--- src/hdl/tfe_pkg.sv ---
// Package for the telemetry frame encoder.
// Holds frame constants, the frame type and the end-around-carry add.
// No dependencies.
package tfe_pkg;

    localparam logic [7:0] FRAME_TYPE = 8'h10;
    localparam logic [7:0] START_MARK = 8'h7E;
    localparam logic [7:0] ESC_MARK   = 8'h7D;
    localparam logic [7:0] ESC_FLIP   = 8'h20;
    localparam logic [7:0] CHECK_BASE = 8'hFF;
    localparam logic [7:0] BYTE_MASK  = 8'hFF;

    localparam int FRAME_BYTES = 8;
    localparam int IDX_W       = $clog2(FRAME_BYTES);

    // unescaped frame, byte 0 goes out first
    typedef logic [FRAME_BYTES-1:0][7:0] t_frame;

    // 8-bit add with the carry folded back in
    function automatic logic [7:0] eac_add(input logic [7:0] a, input logic [7:0] b);
        logic [8:0] s;
        s = {1'b0, a} + {1'b0, b};
        return s[7:0] + {7'b0, s[8]};
    endfunction

    function automatic logic needs_esc(input logic [7:0] b);
        return (b == START_MARK) || (b == ESC_MARK);
    endfunction

endpackage

--- src/hdl/telemetry_frame_encoder.sv ---
// Telemetry data frame encoder: one item in, 8 to 15 escaped wire bytes out.
// The serializer emits one word per cycle while i_ready is high and takes the next frame
// as the last word of the current one goes out, while three check-byte stages fill behind it.
// Reset: synchronous, active low; clears all valid bits and the serializer.
// Depends on tfe_pkg, tfe_check and tfe_serial.
module telemetry_frame_encoder
    import tfe_pkg::*;
(
    input  logic        i_clk,
    input  logic        i_rst_n,
    input  logic        i_valid,
    output logic        o_ready,
    input  logic [15:0] i_sensor_id,
    input  logic [31:0] i_data_value,
    output logic        o_valid,
    input  logic        i_ready,
    output logic [7:0]  o_wire_byte,
    output logic        o_frame_end
);

    logic   chk_valid;
    logic   ser_ready;
    t_frame chk_frame;

    tfe_check u_check (
        .i_clk        (i_clk),
        .i_rst_n      (i_rst_n),
        .i_valid      (i_valid),
        .o_ready      (o_ready),
        .i_sensor_id  (i_sensor_id),
        .i_data_value (i_data_value),
        .o_valid      (chk_valid),
        .i_ready      (ser_ready),
        .o_frame      (chk_frame)
    );

    tfe_serial u_serial (
        .i_clk       (i_clk),
        .i_rst_n     (i_rst_n),
        .i_valid     (chk_valid),
        .o_ready     (ser_ready),
        .i_frame     (chk_frame),
        .o_valid     (o_valid),
        .i_ready     (i_ready),
        .o_wire_byte (o_wire_byte),
        .o_frame_end (o_frame_end)
    );

endmodule

--- src/hdl/tfe_check.sv ---
// Three-stage pipeline that splits an item into frame bytes and builds the check byte.
// Depends on tfe_pkg.
module tfe_check
    import tfe_pkg::*;
(
    input  logic        i_clk,
    input  logic        i_rst_n,
    input  logic        i_valid,
    output logic        o_ready,
    input  logic [15:0] i_sensor_id,
    input  logic [31:0] i_data_value,
    output logic        o_valid,
    input  logic        i_ready,
    output t_frame      o_frame
);

    logic r_v1, r_v2, r_v3;
    logic en1, en2, en3;

    // data bytes 1..6 of the frame ride along every stage
    logic [5:0][7:0] r_b1, r_b2, r_b3;
    logic [7:0] r_p0, r_p1, r_p2;
    logic [7:0] r_q0, r_q1;
    logic [7:0] r_chk;

    assign en3     = !r_v3 || i_ready;
    assign en2     = !r_v2 || en3;
    assign en1     = !r_v1 || en2;
    assign o_ready = en1;

    always_ff @(posedge i_clk) begin
        if (!i_rst_n) begin
            r_v1 <= 1'b0;
            r_v2 <= 1'b0;
            r_v3 <= 1'b0;
        end else begin
            if (en1) r_v1 <= i_valid;
            if (en2) r_v2 <= r_v1;
            if (en3) r_v3 <= r_v2;
        end
    end

    always_ff @(posedge i_clk) begin
        if (en1) begin
            r_b1 <= {i_data_value, i_sensor_id};
            r_p0 <= eac_add(FRAME_TYPE, i_sensor_id[7:0]);
            r_p1 <= eac_add(i_sensor_id[15:8], i_data_value[7:0]);
            r_p2 <= eac_add(i_data_value[15:8], i_data_value[23:16]);
        end
        if (en2) begin
            r_b2 <= r_b1;
            r_q0 <= eac_add(r_p0, r_p1);
            r_q1 <= eac_add(r_p2, r_b1[5]);
        end
        if (en3) begin
            r_b3  <= r_b2;
            r_chk <= CHECK_BASE - eac_add(r_q0, r_q1);
        end
    end

    assign o_valid = r_v3;
    assign o_frame = {r_chk, r_b3, FRAME_TYPE};

endmodule

--- src/hdl/tfe_serial.sv ---
// Byte serializer with escaping and a registered output word.
// Depends on tfe_pkg.
module tfe_serial
    import tfe_pkg::*;
(
    input  logic       i_clk,
    input  logic       i_rst_n,
    input  logic       i_valid,
    output logic       o_ready,
    input  t_frame     i_frame,
    output logic       o_valid,
    input  logic       i_ready,
    output logic [7:0] o_wire_byte,
    output logic       o_frame_end
);

    t_frame           r_frame;
    logic [IDX_W-1:0] r_idx;
    logic             r_half;
    logic             r_busy;
    logic             r_out_valid;
    logic [7:0]       r_out_byte;
    logic             r_out_end;

    logic [7:0] cur;
    logic       cur_esc;
    logic       adv;
    logic       last;
    logic       load;

    always_comb begin
        cur     = r_frame[r_idx];
        cur_esc = needs_esc(cur);
        adv     = r_busy && (!r_out_valid || i_ready);
        last    = (r_idx == IDX_W'(FRAME_BYTES - 1)) && (!cur_esc || r_half);
        load    = i_valid && (!r_busy || (adv && last));
    end

    assign o_ready = load;

    always_ff @(posedge i_clk) begin
        if (!i_rst_n) begin
            r_busy      <= 1'b0;
            r_half      <= 1'b0;
            r_idx       <= '0;
            r_out_valid <= 1'b0;
        end else begin
            if (adv) begin
                r_out_valid <= 1'b1;
            end else if (i_ready) begin
                r_out_valid <= 1'b0;
            end
            // take the next frame as the last word of this one goes out
            if (load) begin
                r_busy <= 1'b1;
                r_idx  <= '0;
                r_half <= 1'b0;
            end else if (adv) begin
                if (cur_esc && !r_half) begin
                    r_half <= 1'b1;
                end else begin
                    r_half <= 1'b0;
                    r_idx  <= r_idx + 1'b1;
                    if (last) r_busy <= 1'b0;
                end
            end
        end
    end

    always_ff @(posedge i_clk) begin
        if (load) r_frame <= i_frame;
        if (adv) begin
            if (cur_esc && !r_half) begin
                r_out_byte <= ESC_MARK;
                r_out_end  <= 1'b0;
            end else begin
                r_out_byte <= r_half ? (cur & ~ESC_FLIP & BYTE_MASK) : cur;
                r_out_end  <= last;
            end
        end
    end

    assign o_valid     = r_out_valid;
    assign o_wire_byte = r_out_byte;
    assign o_frame_end = r_out_end;

endmodule
--- config.mk ---
export PLATFORM = sky130hd
export DESIGN_NAME = telemetry_frame_encoder
export DESIGN_NICKNAME = d
export VERILOG_FILES = /design/src/hdl/tfe_pkg.sv /design/src/hdl/telemetry_frame_encoder.sv /design/src/hdl/tfe_check.sv /design/src/hdl/tfe_serial.sv
export SDC_FILE = /design/constraint.sdc
export NUM_CORES = 1
export LEC_CHECK = 0
export ABC_AREA = 1
export BUFFER_PORTS_ARGS = -buffer_cell sky130_fd_sc_hd__buf_4
export CORE_MARGIN = 2
export CORE_UTILIZATION = 45
export DETAILED_ROUTE_END_ITERATION = 8
export PLACE_DENSITY = 0.7
export SYNTH_ARGS = -nofsm -noshare
export SYNTH_HDL_FRONTEND = slang
export SYNTH_SLANG_ARGS = --single-unit
--- constraint.sdc ---
create_clock -name i_clk -period 11.9 [get_ports i_clk]
set_input_delay 2.38 -clock i_clk [delete_from_list [all_inputs] [get_ports i_clk]]
set_output_delay 2.38 -clock i_clk [all_outputs]
set_load 0.005 [all_outputs]
==> Yosys cells after proc, flatten, opt, wreduce, memory -nomap -nowiden <==
Cells that the tools add are included.
{ "totals": {"regBits": 266, "latchBits": 0, "ram_bits": 0, "rom_bits": 0, "inputBits": 52, "elab_cells": 96, "mem_count": 0} }
{ "classes": {"n_addsub": 14, "n_mul": 0, "n_div": 0, "n_lt_le_gt_ge": 1, "eq_ne": 4, "n_shift": 0, "n_mux": 10, "n_bitwise": 2, "n_reduce_logical": 25} }
{ "op_table": {"columns": ["operator", "count"], "rows": [
  ["$add 8x1->8", 6],
  ["$add 8x8->9", 5],
  ["$bmux 8 s3", 1],
  ["$eq 8x7->1 const B", 2],
  ["$add 5x8->9 const A", 1],
  ["$mux 8", 1],
  ["$sub 8x8->8 const A", 1],
  ["$logic_not 1->1", 7],
  ["$logic_or 1x1->1", 7],
  ["$mux 1", 7],
  ["$mux 6", 1],
  ["$reduce_bool 2->1", 3],
  ["$logic_and 1x1->1", 5],
  ["$lt 3x4->1 const B", 1],
  ["$add 3x1->3 const B", 1],
  ["$eq 3x3->1 const B", 1],
  ["$reduce_and 3->1", 1],
  ["$ne 2x2->1 const B", 1],
  ["$not 1->1", 2],
  ["$reduce_and 2->1", 1],
  ["$reduce_or 2->1", 1]
]} }

==> Longest topological paths before layout <==
Gate-level depths: netlist (run 1).
{ "logic_depth": {"ltp_word": 13, "ltp_mapped": 17} }

==> By module <==
Synthesis (run 1) repeated with hierarchy kept, for this count alone.
{ "hier_totals": {"hier_cells": 1097, "hier_area_um2": 12529.5} }
{ "modules_own_cells": {"columns": ["mod", "n_inst", "cells_each", "area_per_inst_um2", "seq_area_each_um2"], "rows": [
  ["tfe_check", 1, 760, 9049.9, 5825.6],
  ["tfe_serial", 1, 337, 3479.6, 2312.2]
]} }

==> Worst setup path after synthesis (run 1) <==
OpenSTA, ideal clock, no wires.
{ "synth_timing": {"path_type": "input-to-output", "start": "input i_ready", "end": "output o_ready", "t_arrival_ns": 4.974, "t_required_ns": 9.520, "path_slack_ns": 4.546, "path_stages": 8, "path_cell_list": "inv_1 -> nand2_1 -> nand2_1 -> inv_1 -> nand3_4 -> nand4_4 -> nor2_2 -> inv_1"} }
{ "synth_via": {"elab_chain_cells": 8} }
{ "synth_rtl": {"columns": ["element", "line", "rtl"], "rows": [
  ["start: declaration", "telemetry_frame_encoder.sv:16", "input logic i_ready,"],
  ["$logic_or 1x1->1", "tfe_serial.sv:34", "adv = r_busy && (!r_out_valid || i_ready);"],
  ["$logic_and 1x1->1", "tfe_serial.sv:34", null],
  ["net u_serial.adv", "tfe_serial.sv:27", "logic adv;"],
  ["$logic_and 1x1->1", "tfe_serial.sv:36", "load = i_valid && (!r_busy || (adv && last));"],
  ["$logic_or 1x1->1", "tfe_serial.sv:36", null],
  ["$logic_and 1x1->1", "tfe_serial.sv:36", null],
  ["$logic_or 1x1->1", "tfe_check.sv:26", "assign en3 = !r_v3 || i_ready;"],
  ["$logic_or 1x1->1", "tfe_check.sv:27", "assign en2 = !r_v2 || en3;"],
  ["net u_check.en2", "tfe_check.sv:18", "logic en1, en2, en3;"],
  ["$logic_or 1x1->1", "tfe_check.sv:28", "assign en1 = !r_v1 || en2;"],
  ["end: declaration", "telemetry_frame_encoder.sv:12", "output logic o_ready,"]
]} }
The timed path passes the listed nets, and every way through them passes these cells.

==> Final worst setup path (run 1) <==
Ends and elaborated chain as after synthesis.

==> impl_metrics.env, run 1 <==
export IMPL_layout_commonest_cell="edfxtp_1"
export IMPL_ir_drop_mv=0.0985
export IMPL_gp_congestion=0.831
export IMPL_cts_tree="built"
export IMPL_die_height_um=161
export IMPL_grt_pass1_vias=5817
export IMPL_power_density_nw_per_um2=192
export IMPL_cts_htree_levels=1
export IMPL_cts_resized=0
export IMPL_fin_crit_sh_pct=55.2
export IMPL_insertedDiodeCount=0
export IMPL_rrSetupSlack_ns=7.65
export IMPL_io_buffer_count=62
export IMPL_std_cell_rows=57
export IMPL_slew_violations=0
export IMPL_fin_crit_ns=6.57
export IMPL_fin_area_um2=12900
export IMPL_postCtsHoldBufs=0
export IMPL_tns_ns=0
export IMPL_synthArstFlopShare_pct=0
export IMPL_critPathRequiredTime_ns=9.52
export IMPL_power_leakage_nw=5.20
export IMPL_track_usage_pct=14.0
export IMPL_crit_path_end_kind="output port"
export IMPL_multi_input_area_um2=2830
export IMPL_syn_to_final_growth_pct=15.3
export IMPL_cp_start_kind="input port"
export IMPL_synth_yosys_seq_area_share_pct=70.8
export IMPL_instances_no_fill=1222
export IMPL_dpl_cell_count=1179
export IMPL_regArea_um2=7900
export IMPL_top_level_ports=63
export IMPL_setup_viol=0
export IMPL_coreArea_um2=24300
export IMPL_num_fill_cells=1929
export IMPL_nNetsFinal=996
export IMPL_die_w_um=161
export IMPL_dieArea_um2=26100
export IMPL_drive_gt1_share_pct=15.1
export IMPL_seqPwrFrac_pct=48.4
export IMPL_final_cell_mix="257 x edfxtp_1, 141 x nand2_1, 90 x inv_1"
export IMPL_finalHoldViolations=0
export IMPL_clkTransAtPathRegs_ns=0.06
export IMPL_fmax_mhz=152
export IMPL_status="finished clean"
export IMPL_synth_nets=912
export IMPL_placed_cell_area_um2=12000
export IMPL_route_detailed_drc=0
export IMPL_crit_arrival_ns=4.19
export IMPL_drtIter0Drc=270
export IMPL_grt_antenna_before_repair=0
export IMPL_grt_pass1_wl_um=29100
export IMPL_clkPwrFrac_pct=33.6
export IMPL_ys_flop_type="edfxtp_1"
export IMPL_hold_ws_ns=0.411
export IMPL_rsz0062_at_grt="no"
export IMPL_hold_class="register to register"
export IMPL_syn_avg_cell_area_um2=14.0
export IMPL_syn_cell_area_um2=11200
export IMPL_numCtsBuffers=26
export IMPL_ant_nets=0
export IMPL_grt_max_degree=73
export IMPL_maxCapViolations=0
export IMPL_post_cts_buffers=0
export IMPL_via_count=5831
export IMPL_clk_path_buf_depth=3
export IMPL_tightest_slew_ns=1.11
export IMPL_routedWlPerCell_um=14.4
export IMPL_p_switching_mw=0.602
export IMPL_netlist_instances=799
export IMPL_grt_ovfl_total=0
export IMPL_cts_root_buffer="clkbuf_16"
export IMPL_skew_ns=0.00984
export IMPL_initial_core_util_pct=45.9
export IMPL_maxSlewHeadroom_pct=25.7
export IMPL_comb_power_share_pct=17.9
export IMPL_clock_sinks=266
export IMPL_ys_seq_elements=266
export IMPL_synth_edf_count=257
export IMPL_crit_fanout=66
export IMPL_avgViaCountPerCell=4.77
export IMPL_internal_power_mw=1.87
export IMPL_clk_latency_ns=0.51
export IMPL_hpwl_um=12400
export IMPL_fin_util_pct=52.9
export IMPL_critPathKind="input port to output port"
export IMPL_switching_share_pct=24.3
export IMPL_yosys_warnings=0
export IMPL_routed_wl_um=17600
export IMPL_synth_cell_types=36
export IMPL_dr_pass1_iters=5
-- state kept, by name (all words and copies together) (netlist names), 3 cells and up --
register	cells
u_serial.r_frame	56
u_check.o_frame	48
u_check.r_b1	48
u_check.r_b2	48
u_check.r_chk	8
u_check.r_p0	8
u_check.r_p1	8
u_check.r_p2	8
u_check.r_q0	8
u_check.r_q1	8
u_serial.o_wire_byte	8
u_serial.r_idx	3
-- metal layers --
metal,up-vias,wire [um],GRT usage [%]
met2,96,8650,24.0
met4,0,306,3.86
met5,-,0,0
met3,25,732,2.47
li1,2947,-,-
met1,2763,7870,18.5
-- critical path, cell delays in order --
cell and delay (ns):
buf_4 0.08, inv_1 0.03, nand2_1 0.07, nand2_1 0.07
inv_1 0.34, nand3_4 0.15, nand4_4 0.08, buf_4 0.65
nor2_2 0.09, inv_2 0.09, buf_4 0.10
-- area by class of cell --
cell class                 instances  share of cell area [%]
sequential                       266                    61.4
tap                              324                    3.15
timing repair buffer              65                    3.80
clock inverter                    12                    1.43
clock buffer                      31                    5.37
inverter                          95                    2.81
multi-input combinational        429                    22.0
-- power by group through the flow --
stage / sequential [mW] / combinational, mW / clock [mW]
floorplan: 1.20 / 0.349 / 0
global placement: 1.22 / 0.435 / 0
detailed placement: 1.22 / 0.443 / 0
CTS: 1.20 / 0.448 / 0.851
global route: 1.21 / 0.512 / 0.889
finish: 1.20 / 0.443 / 0.831
-- stage by stage --
stage                     setup WS [ns]  power [mW]
after global placement             5.34        1.65
final                              5.33        2.47
after detailed placement           5.27        1.66
after CTS                          5.28        2.50
after global routing               5.06        2.61
after floorplan                    4.55        1.55
-- final timing paths --
check / start / to / cells after the start
hold / removal: u_check.r_b2[4] / u_check.o_frame[12] / 0
hold reg to reg: u_check.r_b2[4] / u_check.o_frame[12] / 0
setup reg to reg: u_serial.r_idx[0] / u_check.r_b1[11] / 16
setup / recovery: i_ready / o_ready / 11
-- cells in the mapped netlist, types with 5 or more instances --
master	instances	area, um2
edfxtp_1	257	7720
nand2_1	141	529
inv_1	92	345
ha_1	56	701
nand3_1	42	210
xor2_1	38	333
a21oi_1	31	155
xnor2_1	22	193
nor2_1	21	78.8
o21bai_1	10	75.1
dfxtp_1	9	180
nor3_1	9	45.0
o21ai_0	9	45.0
or2_2	8	50.1
nand2_2	7	43.8
nand4_1	6	37.5
fa_1	5	100
-- logic make-up after synthesis --
logic type,after synthesis,synth area share (%)
DFF,266,70.8
and+or+nand+nor,250,10.4
buffers and inverters,104,3.88
adders and majority gates,61,7.18
xor gates and xnor gates,60,4.71
AOI/OAI and AO/OA,58,3.03
No activity file was read; power rests on OpenSTA's default activity.
==> inputs of run 2 (changes only) <==
--- a/config.mk
+++ b/config.mk
@@ -5,12 +5,12 @@
 export SDC_FILE = /design/constraint.sdc
 export NUM_CORES = 1
 export LEC_CHECK = 0
-export ABC_AREA = 1
+export ABC_AREA = 0
 export BUFFER_PORTS_ARGS = -buffer_cell sky130_fd_sc_hd__buf_4
 export CORE_MARGIN = 2
 export CORE_UTILIZATION = 45
 export DETAILED_ROUTE_END_ITERATION = 8
-export PLACE_DENSITY = 0.7
+export PLACE_DENSITY = 0.72
 export SYNTH_ARGS = -nofsm -noshare
 export SYNTH_HDL_FRONTEND = slang
 export SYNTH_SLANG_ARGS = --single-unit
==> constraint.sdc (replaced) <==
create_clock -name i_clk -period 5.8 [get_ports i_clk]
set_input_delay 1.16 -clock i_clk [delete_from_list [all_inputs] [get_ports i_clk]]
set_output_delay 1.16 -clock i_clk [all_outputs]
set_load 0.005 [all_outputs]
==> run 2 against run 1 <==
Sequential cell count unchanged. Largest power group unchanged. Core utilization down 0.076 points. Total power increased by 100%. Sequential share of layout area grew 0.45 points. Largest cell class unchanged. Setup slack worse by 4.4 ns. Clock-buffer cell count fell by 1. Highest routed layer unchanged.
==> impl_metrics.env, run 2 <==
export IMPL_status="finished clean"
export IMPL_power_leakage_nw=4.83
export IMPL_cp_start_kind="register"
export IMPL_dp_slack_ns=1.39
export IMPL_postCtsHoldBufs=0
export IMPL_ys_seq_elements=266
export IMPL_critPathRequiredTime_ns=4.64
export IMPL_timing_rr_start="u_serial.r_idx[1]"
export IMPL_largest_reg_flops=56
export IMPL_fin_util_pct=52.8
export IMPL_clk_path_buf_depth=3
export IMPL_initial_core_util_pct=45.7
export IMPL_top_level_ports=63
export IMPL_synth_commonest_cells="257 x edfxtp_1, 56 x ha_1, 33 x xnor2_1"
export IMPL_synth_top_cell_by_area="edfxtp_1"
export IMPL_clkTransAtPathRegs_ns=0.06
export IMPL_syn_avg_cell_area_um2=16.8
export IMPL_switching_share_pct=24.5
export IMPL_dpl_cell_count=1042
export IMPL_power_mw=5.04
export IMPL_io_buffer_count=62
export IMPL_die_height_um=161
export IMPL_worstHoldPathCells=0
export IMPL_maxSlewHeadroom_pct=29.9
export IMPL_routedWlPerCell_um=16.2
export IMPL_power_density_nw_per_um2=395
export IMPL_synth_nets=770
export IMPL_synthArstFlopShare_pct=0
export IMPL_layout_commonest_cell="edfxtp_1"
export IMPL_route_detailed_drc=0
export IMPL_slew_violations=0
export IMPL_critPathKind="register to output port"
export IMPL_clk_latency_ns=0.52
export IMPL_ant_nets=0
export IMPL_std_cell_rows=57
export IMPL_synth_yosys_seq_area_share_pct=71.6
export IMPL_synth_top_cell_area_share_pct=69.9
export IMPL_insertedDiodeCount=0
export IMPL_numCtsBuffers=27
export IMPL_r2r_end="u_check.r_b2[5]"
export IMPL_tns_ns=0
export IMPL_cts_htree_levels=1
export IMPL_crit_fanout=25
export IMPL_cts_resized=0
export IMPL_comb_power_share_pct=18.4
export IMPL_cts_root_buffer="clkbuf_16"
export IMPL_avgViaCountPerCell=4.99
export IMPL_dieArea_um2=25800
export IMPL_drtIter0Drc=311
export IMPL_seqPwrFrac_pct=48.5
export IMPL_internal_power_mw=3.81
export IMPL_drive_gt1_share_pct=16.5
export IMPL_grt_pass1_vias=5330
export IMPL_ir_drop_mv=0.168
export IMPL_via_count=5439
export IMPL_hpwl_um=12600
export IMPL_routed_wl_um=17600
export IMPL_crit_end="o_ready"
export IMPL_crit_arrival_ns=3.69
export IMPL_track_usage_pct=14.0
export IMPL_final_cell_mix="257 x edfxtp_1, 67 x buf_4, 56 x ha_1"
export IMPL_coreArea_um2=24200
export IMPL_rrSetupSlack_ns=1.62
export IMPL_grt_max_degree=73
export IMPL_instances_no_fill=1089
export IMPL_nNetsFinal=860
export IMPL_grt_pass1_wl_um=28200
export IMPL_dr_pass1_iters=5
export IMPL_hold_class="register to register"
export IMPL_syn_to_final_growth_pct=15.6
export IMPL_maxCapViolations=0
export IMPL_synth_cell_types=53
export IMPL_finalHoldViolations=0
export IMPL_grt_antenna_before_repair=0
export IMPL_crit_path_end_kind="output port"
export IMPL_top_register="u_serial.r_frame"
export IMPL_worstRegToRegCells=7
export IMPL_rsz0062_at_grt="no"
export IMPL_setup_viol=0
export IMPL_fin_crit_sh_pct=83.7
export IMPL_die_w_um=161
export IMPL_gp_congestion=0.853
export IMPL_skew_ns=0.0155
export IMPL_synth_most_common_cell="edfxtp_1"
export IMPL_cts_tree="built"
export IMPL_post_cts_buffers=0
export IMPL_synth_edf_count=257
export IMPL_syn_cell_area_um2=11000
export IMPL_ys_flop_type="edfxtp_1"
export IMPL_yosys_warnings=0
export IMPL_tightest_slew_ns=1.05
export IMPL_grt_ovfl_total=0
export IMPL_synth_area_leaders="edfxtp_1 70%, ha_1 6.3%, xnor2_1 2.6%"
export IMPL_netlist_instances=657
export IMPL_fin_crit_ns=4.85
export IMPL_fmax_mhz=206
export IMPL_clock_sinks=266
export IMPL_clkPwrFrac_pct=33.1
export IMPL_p_switching_mw=1.23
export IMPL_finalWorstSetupSlack_ns=0.946
export IMPL_worstSetupStartpoint="u_serial.r_idx[1]"
run 2: changes by cell type in the layout (fill, tap and decap cells not counted), sizes merged, moves of 10 or more:
cell   previous run  this run
o21ai            10        32
and3              1        11
mux2              0        22
xor2             38        17
o21a              0        11
xnor2            22        33
nand3            45        14
a21o              0        11
nand2           149        14
inv              95        27
a21oi            34        24
run 2: area by class of cell:
class | count | area, um2
fill | 1935 | 11400
clock inverter | 17 | 173
clock buffer | 30 | 687
tap | 324 | 405
inverter | 25 | 93.8
timing repair buffer | 67 | 503
multi-input combinational | 360 | 3000
sequential | 266 | 7900
run 2: worst max-delay path, cell delays in order (launching register included):
cell	delay [ns]
dfxtp_1	1.01
and2b_1	0.37
a221oi_1	0.15
nor4b_1	0.52
o2111ai_2	0.27
a31oi_2	0.43
nand4_1	0.22
buf_4	0.19
run 2: routing by layer:
| layer | up-vias | wire, um | GRT usage [%] | part of all wire, % |
|---|---|---|---|---|
| met5 | - | 0 | 0 | 0 |
| met4 | 0 | 564 | 5.53 | 3.2 |
| met3 | 35 | 692 | 2.35 | 3.9 |
| met2 | 107 | 8690 | 23.6 | 49 |
| met1 | 2576 | 7670 | 18.3 | 44 |
| li1 | 2721 | - | - | - |
run 2: through the flow:
step	hold WS (ns)	area, um2
2_1_floorplan	0.400	11000
3_3_place_gp	0.403	11900
3_5_place_dp	0.405	11900
4_1_cts	0.415	12800
5_1_grt	0.421	12800
6_report	0.411	12800
run 2: kinds of logic after synthesis:
logic type | Yosys count | share of synthesized area (%)
fa+ha+maj | 61 | 7.26
buf+inv | 31 | 1.35
flops | 266 | 71.6
xor+xnor | 52 | 4.39
compound gates | 120 | 7.63
mux | 25 | 2.99
simple gates | 102 | 4.83
run 2: worst min path at each step:
| stage | startpoint | endpoint | slack (ns) |
|---|---|---|---|
| after floorplan | u_check.r_b2[2] | u_check.o_frame[10] | 0.40 |
| after global placement | u_check.r_b1[36] | u_check.r_b2[36] | 0.40 |
| after detailed placement | u_check.r_b2[2] | u_check.o_frame[10] | 0.40 |
| after CTS | u_check.o_frame[15] | u_serial.r_frame[15] | 0.41 |
| after global routing | u_check.r_b1[4] | u_check.r_b2[4] | 0.42 |
| final | u_check.o_frame[15] | u_serial.r_frame[15] | 0.41 |
run 2: power by group through the flow:
stage / clock [mW] / sequential (mW) / combinational (mW)
after floorplan: 0 / 2.45 / 0.727
after global placement: 0 / 2.48 / 0.911
after detailed placement: 0 / 2.49 / 0.924
after CTS: 1.71 / 2.45 / 0.936
after global routing: 1.78 / 2.46 / 1.06
final: 1.67 / 2.44 / 0.926
